==> config.mk <==
export PLATFORM = sky130hd
export DESIGN_NAME = three_axis_variable_step_lowpass
export DESIGN_NICKNAME = d
export VERILOG_FILES = /design/src/design/tvsl_pkg.sv /design/src/design/tvsl_alpha_div.sv /design/src/design/tvsl_lane.sv /design/src/design/three_axis_variable_step_lowpass.sv
export SDC_FILE = /design/constraint.sdc
export NUM_CORES = 2
export LEC_CHECK = 0
export BUFFER_PORTS_ARGS = -buffer_cell sky130_fd_sc_hd__buf_2
export CORE_ASPECT_RATIO = 0.75
export CORE_MARGIN = 1.5
export CORE_UTILIZATION = 40
export DETAILED_ROUTE_END_ITERATION = 8
export PLACE_DENSITY = 0.6
export SETUP_SLACK_MARGIN = 0.05
export SYNTH_ARGS = -nofsm -noshare
export SYNTH_HDL_FRONTEND = slang
export SYNTH_SLANG_ARGS = --single-unit
export TNS_END_PERCENT = 30
==> constraint.sdc <==
create_clock -name clk_i -period 10.85 [get_ports clk_i]
set_input_delay 0.5425 -clock clk_i [delete_from_list [all_inputs] [get_ports clk_i]]
set_output_delay 0.5425 -clock clk_i [all_outputs]
set_load 0.03 [all_outputs]
==> src/design/tvsl_pkg.sv <==
`timescale 1ns / 1ps
// Shared types and constants for the three-axis variable-step low-pass filter.
// No dependencies; every other design file refers to it by scoped names.
package tvsl_pkg;

  localparam int AXIS_COUNT   = 3;
  localparam int SAMPLE_WIDTH = 16;
  localparam int FRAC_BITS    = 16;
  localparam int FV_W         = SAMPLE_WIDTH + FRAC_BITS;
  localparam int TAU_W        = 24;
  localparam int STEP_W       = 20;
  localparam int ALPHA_W      = FRAC_BITS;
  localparam int DEN_W        = TAU_W + 1;
  localparam int STATUS_W     = 2;
  localparam int IN_DATA_W    = ((AXIS_COUNT * SAMPLE_WIDTH + STEP_W + 7) / 8) * 8;
  localparam int OUT_DATA_W   = ((AXIS_COUNT * SAMPLE_WIDTH + 7) / 8) * 8;

  localparam logic [TAU_W-1:0] TAU_MIN_VALID = TAU_W'(319);

  localparam logic KIND_SAMPLE = 1'b0;
  localparam logic KIND_CLEAR  = 1'b1;

  localparam logic [STATUS_W-1:0] STATUS_OK        = 2'd0;
  localparam logic [STATUS_W-1:0] STATUS_NO_TAU    = 2'd1;
  localparam logic [STATUS_W-1:0] STATUS_ZERO_STEP = 2'd2;

  typedef enum logic [2:0] {
    ST_IDLE,
    ST_EVAL,
    ST_DIV,
    ST_MUL,
    ST_ACC,
    ST_EMIT
  } state_e;

  // Command broadcast from the sequencer to every axis lane.
  typedef struct packed {
    logic clear;
    logic seed;
    logic mult;
    logic accum;
  } lane_cmd_t;

endpackage

==> src/design/tvsl_alpha_div.sv <==
`timescale 1ns / 1ps
// Restoring divider for alpha = floor(step * 2^16 / (tau + step)), one bit a cycle.
// Depends on tvsl_pkg.
module tvsl_alpha_div (
  input  logic                          clk_i,
  input  logic                          rst_ni,
  input  logic                          start_i,
  input  logic [tvsl_pkg::STEP_W-1:0]   step_i,
  input  logic [tvsl_pkg::TAU_W-1:0]    tau_i,
  output logic                          done_o,
  output logic [tvsl_pkg::ALPHA_W-1:0]  alpha_o
);

  localparam int CNT_W = $clog2(tvsl_pkg::ALPHA_W + 1);

  logic                          busy_q, busy_d;
  logic [CNT_W-1:0]              cnt_q, cnt_d;
  logic [tvsl_pkg::DEN_W-1:0]    den_q, den_d;
  logic [tvsl_pkg::DEN_W-1:0]    rem_q, rem_d;
  logic [tvsl_pkg::ALPHA_W-1:0]  quo_q, quo_d;
  logic [tvsl_pkg::DEN_W:0]      rem_sh;
  logic                          fits;

  assign rem_sh = {rem_q, 1'b0};
  assign fits   = rem_sh >= {1'b0, den_q};
  assign done_o = busy_q && (cnt_q == '0);
  assign alpha_o = quo_q;

  always_comb begin
    busy_d = busy_q;
    cnt_d  = cnt_q;
    den_d  = den_q;
    rem_d  = rem_q;
    quo_d  = quo_q;
    if (start_i) begin
      busy_d = 1'b1;
      cnt_d  = CNT_W'(tvsl_pkg::ALPHA_W);
      den_d  = tvsl_pkg::DEN_W'(tau_i) + tvsl_pkg::DEN_W'(step_i);
      // step < tau + step, so the remainder starts as step itself
      rem_d  = tvsl_pkg::DEN_W'(step_i);
      quo_d  = '0;
    end else if (busy_q) begin
      if (cnt_q == '0) begin
        busy_d = 1'b0;
      end else begin
        cnt_d = cnt_q - 1'b1;
        quo_d = {quo_q[tvsl_pkg::ALPHA_W-2:0], fits};
        rem_d = fits ? tvsl_pkg::DEN_W'(rem_sh - {1'b0, den_q})
                     : rem_sh[tvsl_pkg::DEN_W-1:0];
      end
    end
  end

  always_ff @(posedge clk_i or negedge rst_ni) begin
    if (!rst_ni) begin
      busy_q <= 1'b0;
      cnt_q  <= '0;
    end else begin
      busy_q <= busy_d;
      cnt_q  <= cnt_d;
    end
  end

  always_ff @(posedge clk_i) begin
    den_q <= den_d;
    rem_q <= rem_d;
    quo_q <= quo_d;
  end

endmodule

==> src/design/tvsl_lane.sv <==
`timescale 1ns / 1ps
// One axis lane: holds the filtered value and applies seed, clear and update.
// Depends on tvsl_pkg.
module tvsl_lane (
  input  logic                                    clk_i,
  input  logic                                    rst_ni,
  input  tvsl_pkg::lane_cmd_t                     cmd_i,
  input  logic [tvsl_pkg::ALPHA_W-1:0]            alpha_i,
  input  logic signed [tvsl_pkg::SAMPLE_WIDTH-1:0] sample_i,
  output logic signed [tvsl_pkg::SAMPLE_WIDTH-1:0] filtered_o
);

  localparam int DIFF_W = tvsl_pkg::FV_W + 1;
  localparam int PROD_W = DIFF_W + tvsl_pkg::ALPHA_W + 1;

  logic signed [tvsl_pkg::FV_W-1:0] fv_q, fv_d;
  logic signed [PROD_W-1:0]         prod_q;
  logic signed [tvsl_pkg::FV_W-1:0] target;
  logic signed [DIFF_W-1:0]         diff;
  logic signed [tvsl_pkg::ALPHA_W:0] alpha_s;
  logic signed [tvsl_pkg::FV_W-1:0] delta;

  assign target  = {sample_i, {tvsl_pkg::FRAC_BITS{1'b0}}};
  assign diff    = DIFF_W'(target) - DIFF_W'(fv_q);
  assign alpha_s = {1'b0, alpha_i};
  // floor(alpha * diff / 2^16), truncated to the state width
  assign delta   = prod_q[tvsl_pkg::FV_W+tvsl_pkg::FRAC_BITS-1:tvsl_pkg::FRAC_BITS];
  assign filtered_o = fv_q[tvsl_pkg::FV_W-1:tvsl_pkg::FRAC_BITS];

  always_comb begin
    fv_d = fv_q;
    if (cmd_i.clear) begin
      fv_d = '0;
    end else if (cmd_i.seed) begin
      fv_d = target;
    end else if (cmd_i.accum) begin
      fv_d = fv_q + delta;
    end
  end

  always_ff @(posedge clk_i or negedge rst_ni) begin
    if (!rst_ni) begin
      fv_q <= '0;
    end else begin
      fv_q <= fv_d;
    end
  end

  always_ff @(posedge clk_i) begin
    if (cmd_i.mult) begin
      prod_q <= PROD_W'(alpha_s) * PROD_W'(diff);
    end
  end

endmodule

==> src/design/three_axis_variable_step_lowpass.sv <==
`timescale 1ns / 1ps
// Top level: request sequencer, tau register, axis lanes and result merge.
// Depends on tvsl_pkg, tvsl_alpha_div and tvsl_lane.
//
//  channel  | handshake              | payload
//  ---------+------------------------+-------------------------------------------
//  s_axis   | s_axis_tvalid/tready   | tdata x,y,z,step_us; tuser kind
//  m_axis   | m_axis_tvalid/tready   | tdata filtered x,y,z; tuser status
//  cfg      | cfg_valid_i/cfg_ready_o| cfg_data_i time_constant_us
//
// A filtered sample passes through evaluate, divide (16 quotient bits, then a done
// check), multiply, accumulate and emit. With no stall the sequencer returns to idle
// after emit and takes the next request there.
// Seed, clear and rejected requests go from evaluate straight to emit.
// One request is processed at a time. Reset clears tau, the filtered values and seeded.
// A stalled result waits in the output register; the next request is taken meanwhile
// and holds in emit until the register frees.
module three_axis_variable_step_lowpass (
  input  logic                                clk_i,
  input  logic                                rst_ni,
  // [15:0] accel_x, [31:16] accel_y, [47:32] accel_z, [67:48] step_us, rest zero
  input  logic [tvsl_pkg::IN_DATA_W-1:0]      s_axis_tdata,
  // [0] kind
  input  logic                                s_axis_tuser,
  input  logic                                s_axis_tvalid,
  output logic                                s_axis_tready,
  // [15:0] filtered_x, [31:16] filtered_y, [47:32] filtered_z
  output logic [tvsl_pkg::OUT_DATA_W-1:0]     m_axis_tdata,
  // [1:0] status
  output logic [tvsl_pkg::STATUS_W-1:0]       m_axis_tuser,
  output logic                                m_axis_tvalid,
  input  logic                                m_axis_tready,
  input  logic [tvsl_pkg::TAU_W-1:0]          cfg_data_i,
  input  logic                                cfg_valid_i,
  output logic                                cfg_ready_o
);

  localparam int AC = tvsl_pkg::AXIS_COUNT;
  localparam int SW = tvsl_pkg::SAMPLE_WIDTH;

  tvsl_pkg::state_e state_q, state_d;

  logic [tvsl_pkg::TAU_W-1:0]    tau_q;
  logic                          tau_ok_q;
  logic                          seeded_q, seeded_d;
  logic                          kind_q;
  logic [tvsl_pkg::STEP_W-1:0]   step_q;
  logic signed [SW-1:0]          sample_q [AC];
  logic signed [SW-1:0]          lane_out [AC];
  logic [tvsl_pkg::STATUS_W-1:0] status_q, status_d;
  logic [AC*SW-1:0]              out_data_q;
  logic [tvsl_pkg::STATUS_W-1:0] out_status_q;
  logic                          out_valid_q;

  tvsl_pkg::lane_cmd_t           cmd;
  logic                          in_fire;
  logic                          cfg_fire;
  logic                          cfg_tau_ok;
  logic                          div_start;
  logic                          div_done;
  logic [tvsl_pkg::ALPHA_W-1:0]  alpha;
  logic                          emit;
  logic                          out_free;

  assign s_axis_tready = state_q == tvsl_pkg::ST_IDLE;
  assign cfg_ready_o   = 1'b1;
  assign in_fire       = s_axis_tvalid && s_axis_tready;
  assign cfg_fire      = cfg_valid_i && cfg_ready_o;
  assign cfg_tau_ok    = cfg_data_i >= tvsl_pkg::TAU_MIN_VALID;
  assign out_free      = !out_valid_q || m_axis_tready;

  assign m_axis_tdata  = tvsl_pkg::OUT_DATA_W'(out_data_q);
  assign m_axis_tuser  = out_status_q;
  assign m_axis_tvalid = out_valid_q;

  // Next state
  always_comb begin
    state_d = state_q;
    case (state_q)
      tvsl_pkg::ST_IDLE: begin
        if (in_fire) state_d = tvsl_pkg::ST_EVAL;
      end
      tvsl_pkg::ST_EVAL: begin
        if (tau_ok_q && kind_q == tvsl_pkg::KIND_SAMPLE && seeded_q && step_q != '0) begin
          state_d = tvsl_pkg::ST_DIV;
        end else begin
          state_d = tvsl_pkg::ST_EMIT;
        end
      end
      tvsl_pkg::ST_DIV: begin
        if (div_done) state_d = tvsl_pkg::ST_MUL;
      end
      tvsl_pkg::ST_MUL: state_d = tvsl_pkg::ST_ACC;
      tvsl_pkg::ST_ACC: state_d = tvsl_pkg::ST_EMIT;
      tvsl_pkg::ST_EMIT: begin
        if (out_free) state_d = tvsl_pkg::ST_IDLE;
      end
      default: state_d = tvsl_pkg::ST_IDLE;
    endcase
  end

  // Outputs of the sequencer
  always_comb begin
    cmd       = '0;
    div_start = 1'b0;
    emit      = 1'b0;
    seeded_d  = seeded_q;
    status_d  = status_q;
    // a valid tau write re-initializes the filter
    if (cfg_fire && cfg_tau_ok) begin
      cmd.clear = 1'b1;
      seeded_d  = 1'b0;
    end
    case (state_q)
      tvsl_pkg::ST_EVAL: begin
        status_d = tvsl_pkg::STATUS_OK;
        if (!tau_ok_q) begin
          status_d = tvsl_pkg::STATUS_NO_TAU;
        end else if (kind_q == tvsl_pkg::KIND_CLEAR) begin
          cmd.clear = 1'b1;
          seeded_d  = 1'b0;
        end else if (!seeded_q) begin
          cmd.seed = 1'b1;
          seeded_d = 1'b1;
        end else if (step_q == '0) begin
          status_d = tvsl_pkg::STATUS_ZERO_STEP;
        end else begin
          div_start = 1'b1;
        end
      end
      tvsl_pkg::ST_MUL:  cmd.mult  = 1'b1;
      tvsl_pkg::ST_ACC:  cmd.accum = 1'b1;
      tvsl_pkg::ST_EMIT: emit      = out_free;
      default: ;
    endcase
  end

  tvsl_alpha_div u_div (
    .clk_i   (clk_i),
    .rst_ni  (rst_ni),
    .start_i (div_start),
    .step_i  (step_q),
    .tau_i   (tau_q),
    .done_o  (div_done),
    .alpha_o (alpha)
  );

  for (genvar a = 0; a < AC; a++) begin : g_lane
    tvsl_lane u_lane (
      .clk_i      (clk_i),
      .rst_ni     (rst_ni),
      .cmd_i      (cmd),
      .alpha_i    (alpha),
      .sample_i   (sample_q[a]),
      .filtered_o (lane_out[a])
    );
  end

  // Capture the samples and merge the lane results into one output word
  always_ff @(posedge clk_i) begin
    for (int a = 0; a < AC; a++) begin
      if (in_fire) sample_q[a] <= s_axis_tdata[a*SW +: SW];
      if (emit) out_data_q[a*SW +: SW] <= lane_out[a];
    end
  end

  always_ff @(posedge clk_i or negedge rst_ni) begin
    if (!rst_ni) begin
      state_q     <= tvsl_pkg::ST_IDLE;
      tau_q       <= '0;
      tau_ok_q    <= 1'b0;
      seeded_q    <= 1'b0;
      out_valid_q <= 1'b0;
    end else begin
      state_q  <= state_d;
      seeded_q <= seeded_d;
      if (cfg_fire) begin
        tau_q    <= cfg_data_i;
        tau_ok_q <= cfg_tau_ok;
      end
      if (emit) begin
        out_valid_q <= 1'b1;
      end else if (m_axis_tready) begin
        out_valid_q <= 1'b0;
      end
    end
  end

  always_ff @(posedge clk_i) begin
    status_q <= status_d;
    if (in_fire) begin
      kind_q <= s_axis_tuser;
      step_q <= s_axis_tdata[AC*SW +: tvsl_pkg::STEP_W];
    end
    if (emit) out_status_q <= status_q;
  end

  a_accept_to_eval: assert property (@(posedge clk_i) disable iff (!rst_ni)
    in_fire |=> state_q == tvsl_pkg::ST_EVAL)
    else $error("accepted request did not move to evaluation");

  a_div_done_in_div: assert property (@(posedge clk_i) disable iff (!rst_ni)
    div_done |-> state_q == tvsl_pkg::ST_DIV)
    else $error("divider finished outside the divide state");

  a_result_from_emit: assert property (@(posedge clk_i) disable iff (!rst_ni)
    $rose(out_valid_q) |-> $past(state_q == tvsl_pkg::ST_EMIT))
    else $error("result appeared without passing through emit");

  a_zero_step_seeded: assert property (@(posedge clk_i) disable iff (!rst_ni)
    (state_q == tvsl_pkg::ST_EMIT && status_q == tvsl_pkg::STATUS_ZERO_STEP) |-> seeded_q)
    else $error("zero-step status reported while not seeded");

endmodule

# Word-level counts from Yosys, hierarchy flattened
# Memory sizes are Yosys's and may differ from the RTL's.
# Index checks and enable logic that the tools add are counted.
[totals]
ramBits = 48
register_bits = 415
mem_count = 1
[mem_list]
columns = ["memory", "depth", "width", "read_ports", "rd_clocked_by_memory_dff", "write_ports", "line_no", "text"]
rows = [
  ["sample_q", 3, 16, 3, 0, 3, "three_axis_variable_step_lowpass.sv:48", "logic signed [SW-1:0] sample_q [AC];"],
]
[classes]
n_bitwise = 4
n_mul = 3
add_sub_neg = 9
order_cmp = 2
n_reduce_logical = 19
mux = 50
eq_ne = 9
[op_table]
columns = ["op", "count"]
rows = [
  ["$mux W32", 9],
  ["$mul A17 B33 Y48", 3],
  ["$sub A32 B32 Y33", 3],
  ["$add A32 B32 Y32", 3],
  ["$mux W20", 3],
  ["$ge A26 B25 Y1", 1],
  ["$mux W1", 26],
  ["$add A24 B20 Y25", 1],
  ["$mux W25", 1],
  ["$sub A25 B25 Y25", 1],
  ["$ge A24 B9 Y1 const B", 1],
  ["$logic_not A20 Y1", 1],
  ["$reduce_bool A20 Y1", 1],
  ["$pmux W3 S6", 1],
  ["$mux W5", 3],
  ["$mux W3", 4],
  ["$eq A3 B2 Y1 const B", 2],
  ["$eq A3 B3 Y1 const B", 2],
  ["$logic_and A1 B1 Y1", 6],
  ["$mux W2", 3],
  ["$ne A2 B2 Y1 const B", 3],
  ["$logic_not A5 Y1", 1],
  ["$sub A5 B1 Y5 const B", 1],
  ["$not A1 Y1", 4],
  ["10 further kinds", 12],
]

# Logic depth before layout (Yosys ltp)
[depth]
word_depth = 8
mapped_depth = 37
mapped_depth_nobuf = 35

# Modules after synthesis
# A second synthesis with hierarchy kept.
[unflattened]
cells_unflattened = 8613
hier_area_um2 = 79228.5
[modules_own_cells]
columns = ["mod", "area_each_um2", "cells_per_inst", "instances", "seq_area_each_um2"]
rows = [
  ["tvsl_lane (g_lane[0].u_lane)", 23927.9, 2768, 1, 1761.7],
  ["tvsl_lane (g_lane[1].u_lane)", 22474.1, 2517, 1, 1761.7],
  ["tvsl_lane (g_lane[2].u_lane)", 22429.0, 2503, 1, 1761.7],
  ["tvsl_alpha_div", 5298.8, 589, 1, 1921.8],
  ["three_axis_variable_step_lowpass", 5098.6, 236, 1, 4384.2],
]

# Worst setup path after synthesis
# Ideal clock, no wire load.
[synth_path]
path_kind = "flip-flop to flip-flop"
start = "register g_lane[0].u_lane.fv_q[8] in the netlist's numbering"
end = "register g_lane[0].u_lane.prod_q[45] (data pin)"
arrival_ns = 8.742
required_time_ns = 10.584
path_buffers = 1
setup_slack_ns = 1.843
period_less_slack_ns = 9.007
path_stages_with_launch = 33
cell_sequence = "dfrtp_1 > or4_1 > or2_2 > o31ai_1 > a21oi_1 > nor2b_1 > o21a_1 > a21o_1 > a21oi_1 > xnor2_1 > clkbuf_1 > nand2_1 > fa_1 > fa_1 > fa_1 > inv_1 > fa_1 > fa_1 > inv_1 > fa_1 > inv_1 > ha_1 > and2_1 > a221o_1 > a21o_1 > a221o_1 > a31o_2 > o21a_1 > a311oi_2 > o21ai_1 > a2111oi_0 > nor3_1 > xor2_1"
[synth_between]
elab_chain_cells = 2
[synth_lines]
columns = ["item", "line_no", "text"]
rows = [
  ["start, declared", "tvsl_lane.sv:16", "logic signed [tvsl_pkg::FV_W-1:0] fv_q, fv_d;"],
  ["start signal, assigned", "tvsl_lane.sv:45", "fv_q <= fv_d;"],
  ["$sub A32 B32 Y33", "tvsl_lane.sv:24", "assign diff = DIFF_W'(target) - DIFF_W'(fv_q);"],
  ["$mul A17 B33 Y48", "tvsl_lane.sv:51", "prod_q <= PROD_W'(alpha_s) * PROD_W'(diff);"],
  ["end signal, assigned", "tvsl_lane.sv:51", ""],
  ["end, declared", "tvsl_lane.sv:17", "logic signed [PROD_W-1:0] prod_q;"],
]
# Every way passes these cells.
# A chain may end at the register's enable or synchronous reset.

# Final worst setup path
# Same ends and word-level chain as after synthesis.

==> results by group <==
Run status
  – Outcome: completed

Synthesis
  – #FFs+latches synth: 415
  – Syn_nets: 10490
  – YS warnings: 0
  – Ys async rst share: 0.3181
  – Post-synthesis cell type count: 78
  – Synthesized area: 0.07674 mm^2
  – Top FF cell, synth: edfxtp_1
  – Post-synthesis sequential area ratio: 0.1510
  – Post-synth EDFFs: 262
  – Cell count after synthesis: 8397
  – Syn Area/Cell: 9.139 um^2

Detailed routing
  – Per-cell routed wire length: 19.16 um
  – DR pass1 iterations: 7
  – # DRC: 0
  – DRT iter0 DRCs: 3759
  – Detail Route Antenna Nets: 0
  – Via count: 56310
  – Final wirelength: 210.7 mm
  – Via density: 5.119

Setup path
  – Worst path required time: 11.27 ns
  – Critical path data arrival time: 10.54 ns
  – Worst setup EP type: register
  – Setup slack, reg-to-reg: 0.73 ns
  – Type of the worst setup path: reg -> reg
  – Startpoint Class: register
  – Max stage delay on crit path: 0.59 ns
  – Crit path top cell by count: fa_1
  – Buffer and inverter count on the worst path: 5
  – Crit path launch: g_lane[0].u_lane.fv_q[8]
  – Crit-path max FO: 16
  – Reg2reg start: g_lane[0].u_lane.fv_q[8]
  – Family with the most delay on the worst path: compound AO/OA/AOI/OAI gates
  – Worst path slowest cell: or4_1

Cells and area
  – Most common cell after layout, fill and taps aside: inv_1
  – Most frequent cells in the layout: 1918 x inv_1, 1458 x fa_1, 1244 x nand2_1
  – P&R area growth vs syn: 7.767%
  – FILL cells: 18440
  – Share of cells above drive strength 1: 0.05758
  – Final non-filler cell area: 0.08270 mm^2
  – Final net count: 10500

Global routing
  – All-layer global routing usage: 0.2222
  – Total gr overflow: 0
  – Largest net degree at the start of global routing: 68
  – Initial antenna violation count: 3
  – GR Util met1: 0.3132
  – First-pass GRT wire length: 338.6 mm
  – GR peak layer: met2
  – M3 GR Usage: 0.04374
  – Met2 GRT Util: 0.3477
  – Vias in the first global route: 60590

CTS
  – Root buffer cell: clkbuf_16
  – Max Root-Sink Buffers: 3
  – Htree depth: 2
  – Clk Latency, worst-skew pair: 0.68 ns
  – Total CTS buffers: 51
  – TritonCTS clock tree: done
  – Setup bufs post-CTS: 0
  – PostCTS Resize Cnt: 0
  – Clock-pin slew of the registers on the worst-case setup and hold paths: 0.06 ns
  – Clock Sink Count: 415
  – Hold buffers post-CTS: 23

Flow run
  – Maxcap violations: 0

STA
  – Period minus WS final: 10.12 ns
  – Slew Limit Fails: 0
  – Final hold viol count: 0
  – RSZ-0062 raised after global routing: no
  – Setup violations, final: 0
  – Skew final: 0.04854 ns
  – F_max: 0.09879 GHz
  – Min Hold Slack: 0.04649 ns
  – Worst-margin pin slew: 1.293 ns
  – Worst relative slew slack: 0.1315
  – Setup TNS: 0 ns
  – Final Cycle Share: 0.9330

Die
  – Core area: 0.1910 mm^2
  – Rows: 139
  – Die W: 508.8 um
  – Initial Util: 0.4019
  – Die area: 0.1945 mm^2
  – Die H: 382.3 um
  – Boundary Pins: 155

Placement
  – Port buffer count: 149
  – Placer Congestion: 0.9059
  – Dpl hpwl: 161.3 mm
  – Cell Area, Placed: 0.08067 mm^2

Min path
  – Worst hold path class: in -> reg
  – Hold_sp: s_axis_tdata[42]
==> per-layer routing <==
layer,share of wire,vias to the layer above
met5,0,-
met4,0.026,0
met3,0.078,274
met2,0.45,1751
met1,0.45,28760
li1,-,25520
==> worst reg2reg max path: cells and delay by family, from the launching register on <==
kind / cells / cell delay (ns)
buffers and inverters: 5 / 0.42
AOI/OAI and AO/OA: 13 / 3.63
xor gates and xnor gates: 2 / 0.30
DFF: 1 / 0.44
adders and majority gates: 7 / 3.31
and+or+nand+nor: 6 / 1.77
==> worst paths after layout <==
kind	end	depth (start not counted)
setup / recovery	g_lane[0].u_lane.prod_q[45]	33
hold / removal	sample_q[0][42]	1
setup reg to reg	g_lane[0].u_lane.prod_q[45]	33
hold reg to reg	m_axis_tuser[1]	0
max in group asynchronous	g_lane[1].u_lane.fv_q[1]	4
min in group asynchronous	g_lane[2].u_lane.fv_q[24]	2
==> synth_stat cells (all sizes together), types with 9 or more instances <==
cell | instances | area (um^2)
xnor2 | 239 | 2116
nor2 | 224 | 840.8
a31oi | 30 | 193.9
o22ai | 14 | 87.58
a21o | 130 | 975.9
o31ai | 16 | 120.1
a211o | 11 | 96.34
mux2 | 25 | 281.5
or3 | 23 | 148.9
a311oi | 15 | 143.9
o21a | 41 | 307.8
xor2 | 128 | 1121
nand2 | 1245 | 4673
a22o | 21 | 183.9
nand3 | 54 | 270.3
a211oi | 40 | 300.3
dfrtp | 132 | 3303
nand4 | 22 | 137.6
or4 | 10 | 82.58
o211ai | 19 | 142.6
and3 | 43 | 269.0
nand3b | 9 | 67.56
nor2b | 37 | 231.5
dfxtp | 21 | 420.4
buf | 17 | 98.84
fa | 1458 | 29190
or2 | 13 | 81.33
o21ai | 170 | 850.8
nor3 | 76 | 380.4
nor4 | 27 | 168.9
nand2b | 42 | 262.8
ha | 529 | 6619
clkbuf | 329 | 1235
edfxtp | 262 | 7868
a22oi | 19 | 142.6
o21bai | 29 | 221.5
inv | 1919 | 7203
a21oi | 278 | 1395
and2 | 588 | 3679
==> logic make-up after synthesis <==
kind of cell | after synthesis | synth area share
adder cells (fa/ha/maj) | 1987 | 0.4666
AO/OA/AOI/OAI | 898 | 0.07505
AND/OR/NAND/NOR | 2431 | 0.1491
XOR/XNOR | 367 | 0.04218
buffers and inverters | 2265 | 0.1112
other | 1 | 0.00004887
multiplexers | 33 | 0.004712
flip-flops | 415 | 0.1510
==> per-stage QoR <==
stage                     cells    util  setup slack (ns)
after CTS                 11000  0.4330            0.7245
after floorplan            8397       -             1.843
after detailed placement  10880  0.4225            0.7369
final                     11000  0.4331            0.7272
after global routing      11000  0.4330            0.1749
after global placement    10880  0.4225            0.7455
==> cell type report <==
class / count / area, um^2 / share of cell area
Antenna cell: 3 / 7.507 / 0.00009077
Clock buffer: 63 / 1413 / 0.01708
Clock inverter: 33 / 377.9 / 0.004569
Inverter: 1919 / 7203 / 0.08710
Multi-Input combinational cell: 5717 / 56830 / 0.6871
Sequential cell: 415 / 11650 / 0.1409
Tap cell: 2538 / 3176 / 0.03840
Timing Repair Buffer: 311 / 2051 / 0.02480
==> registers in the layout, summed over array words and instances (netlist names), 2 cells and up <==
signal / flops
g_lane.u_lane.fv_q: 96
g_lane.u_lane.prod_q: 96
m_axis_tdata: 48
m_axis_tuser: 2
sample_q: 48
state_q: 3
status_q: 2
step_q: 20
tau_q: 24
u_div.alpha_o: 16
u_div.cnt_q: 5
u_div.den_q: 25
u_div.rem_q: 25
Power is left out: the tool's default activity adds up to more than one toggle a clock period on the data nets, which glitch-free logic cannot reach.
